<file path="src/hdl/brcc_pkg.sv">
package brcc_pkg;

	localparam int unsigned TIME_W = 32;
	localparam int unsigned THR_W  = 16;

	// Minimum spacing between honored ticks, in milliseconds.
	localparam logic [TIME_W-1:0] TICK_MIN_MS = 32'd20;

	localparam logic [THR_W-1:0] LONG_PRESS_RST   = 16'd3000;
	localparam logic [THR_W-1:0] SINGLE_CLICK_RST = 16'd1000;
	localparam logic [THR_W-1:0] DOUBLE_WIN_RST   = 16'd300;

	localparam logic [1:0] CFG_LONG_PRESS   = 2'd0;
	localparam logic [1:0] CFG_SINGLE_CLICK = 2'd1;
	localparam logic [1:0] CFG_DOUBLE_WIN   = 2'd2;

	localparam logic [1:0] MODE_PRESS   = 2'd0;
	localparam logic [1:0] MODE_RELEASE = 2'd1;
	localparam logic [1:0] MODE_TICK    = 2'd2;

	typedef enum logic [3:0] {
		ACT_NONE          = 4'd0,
		ACT_ALL_OFF       = 4'd1,
		ACT_CANCEL_OFF    = 4'd2,
		ACT_SCAN          = 4'd3,
		ACT_MASTER_ON     = 4'd4,
		ACT_MASTER_TIMER  = 4'd5,
		ACT_SLAVE_ON      = 4'd6,
		ACT_SLAVE_JOIN    = 4'd7,
		ACT_MASTER_OFF    = 4'd8,
		ACT_FACTORY_RESET = 4'd9
	} action_t;

	typedef enum logic [1:0] {
		PH_IDLE    = 2'd0,
		PH_PRESSED = 2'd1,
		PH_WAIT    = 2'd2
	} phase_t;

	typedef struct packed {
		logic [1:0]        mode;
		logic [TIME_W-1:0] now_ms;
		logic              locked;
		logic              timer_running;
		logic              timer_from_detect;
		logic              master_on;
		logic              slave_on;
		logic              detect_scan_enabled;
		logic              auto_timer_enabled;
		logic              timer_enabled;
	} item_t;

	typedef struct packed {
		logic [THR_W-1:0] long_press_ms;
		logic [THR_W-1:0] single_click_ms;
		logic [THR_W-1:0] double_window_ms;
	} cfg_t;

	typedef struct packed {
		phase_t            phase;
		logic [TIME_W-1:0] press_start_ms;
		logic [TIME_W-1:0] window_start_ms;
		logic              second_press_seen;
		logic              window_opens_master;
		logic [TIME_W-1:0] last_tick_ms;
	} state_t;

endpackage

</file>
<file path="src/hdl/brcc_step.sv">
module brcc_step (
	input  brcc_pkg::item_t   item,
	input  brcc_pkg::state_t  cur,
	input  brcc_pkg::cfg_t    cfg,
	output brcc_pkg::action_t action,
	output brcc_pkg::state_t  nxt
);

	logic [brcc_pkg::TIME_W-1:0] hold_ms;
	logic [brcc_pkg::TIME_W-1:0] since_tick_ms;
	logic [brcc_pkg::TIME_W-1:0] since_window_ms;
	logic                        is_long;
	logic                        is_short;
	logic                        window_done;

	assign hold_ms         = item.now_ms - cur.press_start_ms;
	assign since_tick_ms   = item.now_ms - cur.last_tick_ms;
	assign since_window_ms = item.now_ms - cur.window_start_ms;
	assign is_long     = hold_ms >= {16'd0, cfg.long_press_ms};
	assign is_short    = hold_ms < {16'd0, cfg.single_click_ms};
	assign window_done = since_window_ms >= {16'd0, cfg.double_window_ms};

	always_comb begin
		nxt    = cur;
		action = brcc_pkg::ACT_NONE;
		case (item.mode)
			brcc_pkg::MODE_PRESS: begin
				nxt.press_start_ms = item.now_ms;
				if (!item.locked) begin
					nxt.second_press_seen = (cur.phase == brcc_pkg::PH_WAIT);
					nxt.phase             = brcc_pkg::PH_PRESSED;
					if (cur.phase == brcc_pkg::PH_WAIT) begin
						action = item.timer_running ? brcc_pkg::ACT_SLAVE_JOIN
						                            : brcc_pkg::ACT_SLAVE_ON;
					end
				end
			end
			brcc_pkg::MODE_RELEASE: begin
				if (item.timer_running && item.timer_from_detect) begin
					action = brcc_pkg::ACT_CANCEL_OFF;
				end else if (item.locked) begin
					if (is_long) begin
						action = brcc_pkg::ACT_ALL_OFF;
					end else if (is_short && item.detect_scan_enabled) begin
						action = brcc_pkg::ACT_SCAN;
					end
				end else if (cur.phase == brcc_pkg::PH_PRESSED) begin
					nxt.phase = brcc_pkg::PH_IDLE;
					if (cur.second_press_seen) begin
						nxt.second_press_seen = 1'b0;
					end else if (!is_long && is_short) begin
						if (!item.master_on && !item.slave_on) begin
							action = (item.auto_timer_enabled && item.timer_enabled)
							       ? brcc_pkg::ACT_MASTER_TIMER : brcc_pkg::ACT_MASTER_ON;
							nxt.window_opens_master = 1'b1;
							nxt.window_start_ms     = item.now_ms;
							nxt.phase               = brcc_pkg::PH_WAIT;
						end else if (item.master_on && !item.slave_on) begin
							nxt.window_opens_master = 1'b0;
							nxt.window_start_ms     = item.now_ms;
							nxt.phase               = brcc_pkg::PH_WAIT;
						end else begin
							action = brcc_pkg::ACT_ALL_OFF;
						end
					end
				end else begin
					nxt.phase = brcc_pkg::PH_IDLE;
				end
			end
			brcc_pkg::MODE_TICK: begin
				if (since_tick_ms >= brcc_pkg::TICK_MIN_MS) begin
					nxt.last_tick_ms = item.now_ms;
					if (!item.locked && cur.phase == brcc_pkg::PH_PRESSED && is_long) begin
						// Factory reset wipes everything but the tick time.
						action                  = brcc_pkg::ACT_FACTORY_RESET;
						nxt.phase               = brcc_pkg::PH_IDLE;
						nxt.press_start_ms      = '0;
						nxt.window_start_ms     = '0;
						nxt.second_press_seen   = 1'b0;
						nxt.window_opens_master = 1'b0;
					end else if (cur.phase == brcc_pkg::PH_WAIT && window_done) begin
						if (!cur.window_opens_master) begin
							action = brcc_pkg::ACT_MASTER_OFF;
						end
						nxt.phase = brcc_pkg::PH_IDLE;
					end
				end
			end
			default: begin
			end
		endcase
	end

endmodule

</file>
<file path="src/hdl/button_relay_click_controller_top.sv">
// Channel  Direction  Ports                       Payload
// s_*      in         s_tvalid s_tready s_tdata   tdata: event snapshot, tuser: mode
//                     s_tuser
// m_*      out        m_tvalid m_tready m_tdata   tdata: action, fsm_phase
// cfg_*    in         cfg_valid cfg_ready         cfg_addr: register, cfg_data: value
//                     cfg_addr cfg_data
//
// An event is registered, then evaluated combinationally against the state; its
// result goes to the output register: one event per cycle unless the output stalls.
// The state registers update when the event moves into the output register.
// A stalled output holds the input register; input is taken whenever that stage
// frees up in the same cycle. Reset returns state and thresholds to their defaults.
module button_relay_click_controller_top (
	input  logic        clk,
	input  logic        arst_n,
	input  logic        s_tvalid,
	output logic        s_tready,
	// [31:0] now_ms, [32] locked, [33] timer_running, [34] timer_from_detect,
	// [35] master_on, [36] slave_on, [37] detect_scan_enabled,
	// [38] auto_timer_enabled, [39] timer_enabled
	input  logic [39:0] s_tdata,
	// [1:0] mode
	input  logic [1:0]  s_tuser,
	output logic        m_tvalid,
	input  logic        m_tready,
	// [3:0] action, [5:4] fsm_phase, [7:6] zero
	output logic [7:0]  m_tdata,
	input  logic        cfg_valid,
	output logic        cfg_ready,
	input  logic [1:0]  cfg_addr,
	input  logic [15:0] cfg_data
);

	brcc_pkg::item_t   item_s1;
	logic              valid_s1;
	brcc_pkg::cfg_t    cfg_q;
	brcc_pkg::state_t  state_q;
	brcc_pkg::state_t  state_nxt;
	brcc_pkg::action_t action_nxt;
	brcc_pkg::action_t action_s2;
	brcc_pkg::phase_t  phase_s2;
	logic              valid_s2;
	logic              adv;

	assign adv       = valid_s1 && (!valid_s2 || m_tready);
	assign s_tready  = !valid_s1 || adv;
	assign cfg_ready = 1'b1;

	always_ff @(posedge clk or negedge arst_n) begin
		if (!arst_n) begin
			valid_s1 <= 1'b0;
		end else if (s_tready) begin
			valid_s1 <= s_tvalid;
		end
	end

	always_ff @(posedge clk) begin
		if (s_tvalid && s_tready) begin
			item_s1 <= {s_tuser, s_tdata[31:0], s_tdata[32], s_tdata[33], s_tdata[34],
			            s_tdata[35], s_tdata[36], s_tdata[37], s_tdata[38], s_tdata[39]};
		end
	end

	always_ff @(posedge clk or negedge arst_n) begin
		if (!arst_n) begin
			cfg_q.long_press_ms    <= brcc_pkg::LONG_PRESS_RST;
			cfg_q.single_click_ms  <= brcc_pkg::SINGLE_CLICK_RST;
			cfg_q.double_window_ms <= brcc_pkg::DOUBLE_WIN_RST;
		end else if (cfg_valid) begin
			unique case (cfg_addr)
				brcc_pkg::CFG_LONG_PRESS:   cfg_q.long_press_ms    <= cfg_data;
				brcc_pkg::CFG_SINGLE_CLICK: cfg_q.single_click_ms  <= cfg_data;
				brcc_pkg::CFG_DOUBLE_WIN:   cfg_q.double_window_ms <= cfg_data;
				default: begin
				end
			endcase
		end
	end

	brcc_step u_step (
		.item   (item_s1),
		.cur    (state_q),
		.cfg    (cfg_q),
		.action (action_nxt),
		.nxt    (state_nxt)
	);

	always_ff @(posedge clk or negedge arst_n) begin
		if (!arst_n) begin
			state_q.phase               <= brcc_pkg::PH_IDLE;
			state_q.press_start_ms      <= '0;
			state_q.window_start_ms     <= '0;
			state_q.second_press_seen   <= 1'b0;
			state_q.window_opens_master <= 1'b0;
			state_q.last_tick_ms        <= '0;
		end else if (adv) begin
			state_q <= state_nxt;
		end
	end

	always_ff @(posedge clk or negedge arst_n) begin
		if (!arst_n) begin
			valid_s2 <= 1'b0;
		end else if (!valid_s2 || m_tready) begin
			valid_s2 <= valid_s1;
		end
	end

	always_ff @(posedge clk) begin
		if (adv) begin
			action_s2 <= action_nxt;
			phase_s2  <= state_nxt.phase;
		end
	end

	assign m_tvalid = valid_s2;
	assign m_tdata  = {2'b00, phase_s2, action_s2};

`ifndef SYNTHESIS
	// The phase reported with a result is the phase the state holds afterward.
	a_phase_tracks_state: assert property (@(posedge clk) disable iff (!arst_n)
		adv |=> (phase_s2 == state_q.phase))
		else $error("reported phase differs from stored phase");

	a_reset_goes_idle: assert property (@(posedge clk) disable iff (!arst_n)
		(m_tvalid && action_s2 == brcc_pkg::ACT_FACTORY_RESET) |->
		(phase_s2 == brcc_pkg::PH_IDLE && !state_q.second_press_seen))
		else $error("factory reset left a non-idle state");

	a_master_on_opens_window: assert property (@(posedge clk) disable iff (!arst_n)
		(m_tvalid && (action_s2 == brcc_pkg::ACT_MASTER_ON ||
		              action_s2 == brcc_pkg::ACT_MASTER_TIMER)) |->
		(phase_s2 == brcc_pkg::PH_WAIT))
		else $error("master-on click did not open the second-press window");
`endif

endmodule

</file>
<file path="config.mk">
export PLATFORM = sky130hd
export DESIGN_NAME = button_relay_click_controller_top
export DESIGN_NICKNAME = d
export VERILOG_FILES = /design/src/hdl/brcc_pkg.sv /design/src/hdl/brcc_step.sv /design/src/hdl/button_relay_click_controller_top.sv
export SDC_FILE = /design/constraint.sdc
export NUM_CORES = 1
export LEC_CHECK = 0
export BUFFER_PORTS_ARGS = -buffer_cell sky130_fd_sc_hd__buf_2
export CAP_MARGIN = 20
export CORE_UTILIZATION = 64
export CTS_BUF_LIST = sky130_fd_sc_hd__clkbuf_8
export CTS_CLUSTER_SIZE = 28
export DETAILED_ROUTE_END_ITERATION = 8
export PLACE_DENSITY = 0.92
export SLEW_MARGIN = 20
export SYNTH_ARGS = -nofsm -noshare
export SYNTH_HDL_FRONTEND = slang
export SYNTH_HIERARCHICAL = 1
export SYNTH_SLANG_ARGS = --single-unit
</file>
<file path="constraint.sdc">
create_clock -name clk -period 8.07 [get_ports clk]
set_input_delay 0.807 -clock clk [delete_from_list [all_inputs] [get_ports clk]]
set_output_delay 0.807 -clock clk [all_outputs]
set_load 0.005 [all_outputs]
</file>
Word-level counts from Yosys, hierarchy flattened. Index checks and enable logic that the tools add are counted.

Logic and storage cells: 123. Bits in registers: 198. Output and inout bits: 11. Input bits: 65.

Reductions and logical operators: 31. Multiplexer cells: 47. Equal/unequal tests: 15. Order comparisons: 4. Add/subtract/negate cells: 3.

Operator list (count): $mux 32 (4); $pmux 32 s2 (2); $mux 34 (3); $mux 100 (1); $sub 32x32->32 (3); $mux 66 (1); $ge 32x16->1 (2); $mux 4 (13); $ge 32x5->1 const B (1); $lt 32x16->1 (1); $mux 2 (11); $pmux 4 s3 (1); $logic_and 1x1->1 (11); $reduce_and 10->1 (1); $mux 1 (8); $ne 2x1->1 const B (4); $ne 2x2->1 const B (4); $reduce_and 8->1 (1); $eq 2x1->1 const B (3); $eq 2x2->1 const B (3); $logic_not 1->1 (6); $pmux 2 s3 (1); $reduce_and 2->1 (3); $logic_not 2->1 (2); 8 further kinds (10).

Depth between registers and ports, before layout.
Depth in word-level cells: 10. Depth in mapped cells: 26. Mapped depth without buffers: 25.

Modules after synthesis. The synthesis kept the hierarchy.

By module, submodules not included: brcc_step (instances 1, area each 9512.9 um2, cells an instance 1454, seq. area each 0.0 um2); button_relay_click_controller_top (instances 1, area each 7140.6 um2, cells an instance 375, seq. area each 5216.3 um2).

Least setup slack after synthesis. Ideal clock, no wire load.

Path type: register to register. Start: reg item_s1[9] in the netlist's numbering. End: reg state_q[65] in the netlist's numbering. Arrival time: 5.347 ns. Period minus slack after synthesis: 5.471 ns. Setup time: 0.125 ns. Stages on the path, launching flop included: 25. Buffers on the path: 2. Required time: 7.945 ns. Setup slack: 2.599 ns. Cells stage by stage: edfxtp_1 inv_1 fa_1 nor2b_1 o211ai_2 a211o_1 nand2_1 a21o_1 a21oi_1 xnor2_1 ha_1 nand4_1 nor3_1 a41oi_1 nand3_1 a2111oi_2 o211ai_1 or4_1 or4_4 nor3_2 buf_6 buf_12 mux2i_1 o22ai_2 mux2_2.

Cells in the longest elaborated chain, start to end: 6. Elaborated cells between the ends (all ways): 12. Those cells by class: add/sub (2); order compare (3); eq/ne (3); reduce/logical (4).

Ends and longest elaborated chain: from (decl) (RTL line button_relay_click_controller_top.sv:34) `brcc_pkg::item_t item_s1;`; from (signal assigned) (RTL line button_relay_click_controller_top.sv:59) `item_s1 <= {s_tuser, s_tdata[31:0], s_tdata[32], s_tdata[33], s_tdata[34],`; $sub 32x32->32 (RTL line brcc_step.sv:16) `assign hold_ms = item.now_ms - cur.press_start_ms;`; $ge 32x16->1 (RTL line brcc_step.sv:19) `assign is_long = hold_ms >= {16'd0, cfg.long_press_ms};`; $logic_not 1->1 (RTL line brcc_step.sv:51) `end else if (!is_long && is_short) begin`; $logic_and 1x1->1 (RTL line brcc_step.sv:51); $ne 2x1->1 (no source line); $reduce_and 10->1 (no source line) (*); to (signal assigned) (RTL line button_relay_click_controller_top.sv:97) `state_q <= state_nxt;`; to (decl) (RTL line button_relay_click_controller_top.sv:37) `brcc_pkg::state_t state_q;`.

Every way passes the cells marked *; elsewhere a longest branch is shown, timed or not. A chain may end at the register's enable or synchronous reset.

Worst setup path in the final report.
Start: reg item_s1[12] in the netlist's numbering. End: reg state_q[65] in the netlist's numbering.

The elaborated chain is that of the path after synthesis.

==> impl_results.md <==
* Outcome: completed
* Count of pins over their slew limit at 0
* Synthesis warning total at 6
* Share of Yosys cell area claimed by the top area cell type at 20.0%
* Total wire length at 46,500 um
* Min-Delay Path Class: primary input to asynchronous set/reset pin
* Synthesized area at 16,700 um2
* Hold slack at 367 ps
* CP Data Arrival Time at 7250 ps
* Max Buffers Root-to-Sink at 2
* Final hold violations at 0
* Post-cts resize count at 0
* IO Port Bufs at 72
* RSZ-0062 raised after global routing: false
* Root buffer cell: clkbuf_8
* Predominant post-synthesis flop cell: dfrtp_1
* Routed Antenna Nets at 0
* Final nets at 2,059
* DP Cell Count at 2,158
* CP Max Fanout at 24
* PD cells at 307 nW/um2
* Final worst path period share at 84.9%
* Register area share after synthesis at 31.3%
* Routed len/inst at 21.2 um
* Fillers at 1,904
* Critical Path Source: item_s1[12]
* Synth top area cells: dfrtp_1 (20%), ha_1 (11%), mux2_2 (10%)
* Final Non-Filler Cells at 2,190
* Rows at 58
* Largest net degree at the start of global routing at 94
* Reg2Reg Depth at 23
* Inserted Clock Buffers at 17
* Max incr delay on CP at 740 ps
* Max VDD drop at 0.217 mV
* Worst setup EP type: flop
* Mapped Cells at 1,829
* Overall routing resource usage at 35.0%
* CTS tree: done
* Hold-fix buffers at CTS at 0
* Clock Latency Late Sink at 520 ps
* Number of flops mapped to enable cells by yosys at 48
* First-pass GRT wire length at 72,600 um
* Number of I/O pins at 76
* Total gr overflow at 0
* Leading area contributor after synthesis: dfrtp_1
* Initial Util at 65.8%
* Post-CTS Setup Inserts at 0
* Reg-to-Reg Start: item_s1[12]
* Worst EP required at 8480 ps
* Vias in the first global route at 14,200
* Vias/cell at 6.70
* CP Launch Type: flop
* Final critical-path required period at 6850 ps
* Reg-to-reg slack, setup at 1220 ps
* RD Place Congestion at 0.967
* Crit path top cell by count: nor2_1
* Final Instance Area at 17,500 um2
* Worst Clk Skew at 30.8 ps
* H-tree Lvls at 4
* Crit path max-delay cell type: nor3_4
* Reg2reg end: state_q[65]
* Vert. Die Dim at 163 um
* Most common cell after layout, fill and taps aside: nand2_1
* Highest-count cells in the layout ignoring fill and taps: nand2_1 (203), inv_1 (166), mux2_2 (148), ha_1 (144), dfrtp_1 (133)
* Cell variety after synth at 95
* Critical path buffers and inverters at 1
* HPWL Detailed at 34,700 um
* Finished Core Util at 69.1%
* Antenna violations before repair at 0
* Clock Sinks at 198
* Reg clk slew, reported paths at 140 ps
* Crit-path cells: ha_1 -> a21oi_1 -> nand2_1 -> o21ai_0 -> nor2_1 -> nor2_1 -> nor2_1 -> nor2_1 -> xnor2_1 -> ha_1 -> nand4_1 -> nor3_1 -> a41oi_1 -> nand3_1 -> a2111oi_2 -> o211ai_1 -> or4_1 -> or4_4 -> nor3_4 -> buf_12 -> mux2i_1 -> o22ai_2 -> mux2_2
* Layout cells sized above 1 at 16.5%
* Critical Setup Path Class: flop to flop
* Pleak at 7.56 nW
* Dpl cell area at 17,000 um2
* Die Span X at 163 um
* N_diodes at 0
* Mean post-synth cell area at 9.11 um2
* Slew @ Worst Pin at 1170 ps
* Maximum achievable frequency at 146 MHz
* Max Cap Violations at 0
* Die area at 26,700 um2
* Remaining DRCs at 0
* Flops & latches, synth at 198
* Rel. slew slack at 20.1%
* Total iterations of the first detailed-routing run at 6
* Asr flop ratio synth at 75.8%
* Synth-to-layout area growth at 5.11%
* 1st-iter DRT viols at 1,552
* DR vias at 14,700
* Setup_tns at 0 ps
* Number of setup violations in the final report at 0
* Crit path max-delay family: simple AND/OR/NAND/NOR gates
* CORE AREA at 25,300 um2
flip-flops by register name (all words and copies together), names as in the netlist:
register   flops
state_q      100
cfg_q         48
item_s1       42
action_s2      4
phase_s2       2
m_tvalid       1
valid_s1       1
worst max-delay path by stage:
| stage | to | slack [ps] | depth (start not counted) |
|---|---|---|---|
| after floorplan | state_q[65] | 2600 | 24 |
| after global placement | state_q[65] | 1480 | 23 |
| after detailed placement | state_q[65] | 1350 | 23 |
| after CTS | state_q[65] | 1280 | 23 |
| after global routing | state_q[65] | 830 | 23 |
| final | state_q[65] | 1220 | 23 |
layer usage:
layer | share of wire [%] | routed length, um | vias to the layer above | GRT usage (%)
li1 | - | - | 6721 | -
met1 | 40 | 18700 | 7068 | 43.8
met2 | 48 | 22100 | 726 | 59.0
met3 | 7.5 | 3470 | 164 | 5.76
met4 | 4.6 | 2150 | 0 | 15.9
met5 | 0 | 0 | - | 0
kinds of logic after synthesis:
family / Yosys count / share of synthesized area, %
compound gates: 493 / 20.6
buf+inv: 252 / 6.90
fa+ha+maj: 147 / 11.2
xor+xnor: 58 / 3.05
simple gates: 493 / 14.6
other cells: 2 / 0.0451
mux: 186 / 12.3
flops: 198 / 31.3
power breakdown:
part | switching, W | total, W | internal, W
clock | 0.000485 | 0.000749 | 0.000264
sequential | 0.000163 | 0.00142 | 0.00125
combinational | 0.00194 | 0.00321 | 0.00127
total | 0.00258 | 0.00537 | 0.00279
synth_stat cells (11+ instances only):
master,instances
nor3_1,22
mux2i_1,38
nor2b_1,11
ha_1,144
o21ai_0,102
buf_6,15
xnor2_1,31
clkbuf_1,53
dfrtp_1,133
a211oi_1,18
nand4_1,28
a22o_1,34
or4_1,11
nor2_1,79
edfxtp_1,48
nand2b_1,25
and2_1,11
dfstp_2,17
and3_1,15
a21oi_1,103
o21a_1,22
inv_1,166
a31oi_1,14
nor4_1,14
xor2_1,27
o2bb2ai_1,30
a21o_1,30
o211ai_1,21
mux2_2,148
nand2_1,204
nand3_1,29
layout make-up:
type                            instances  area [um2]  area share [%]
Sequential cell                       198        5220            29.8
Clock buffer                           17         234            1.34
Inverter                              166         623            3.56
Clock inverter                         15         236            1.35
Tap cell                              330         413            2.36
Timing Repair Buffer                   84         469            2.68
Multi-Input combinational cell       1380       10300            58.9
through the flow:
| stage | power [W] | worst slack [ps] |
|---|---|---|
| 6_report | 0.00537 | 1220 |
| 5_1_grt | 0.00571 | 830 |
| 4_1_cts | 0.00528 | 1280 |
| 3_5_place_dp | 0.00452 | 1350 |
| 3_3_place_gp | 0.00440 | 1480 |
| 2_1_floorplan | 0.00371 | 2600 |
No activity file was read; power rests on OpenSTA's default activity.
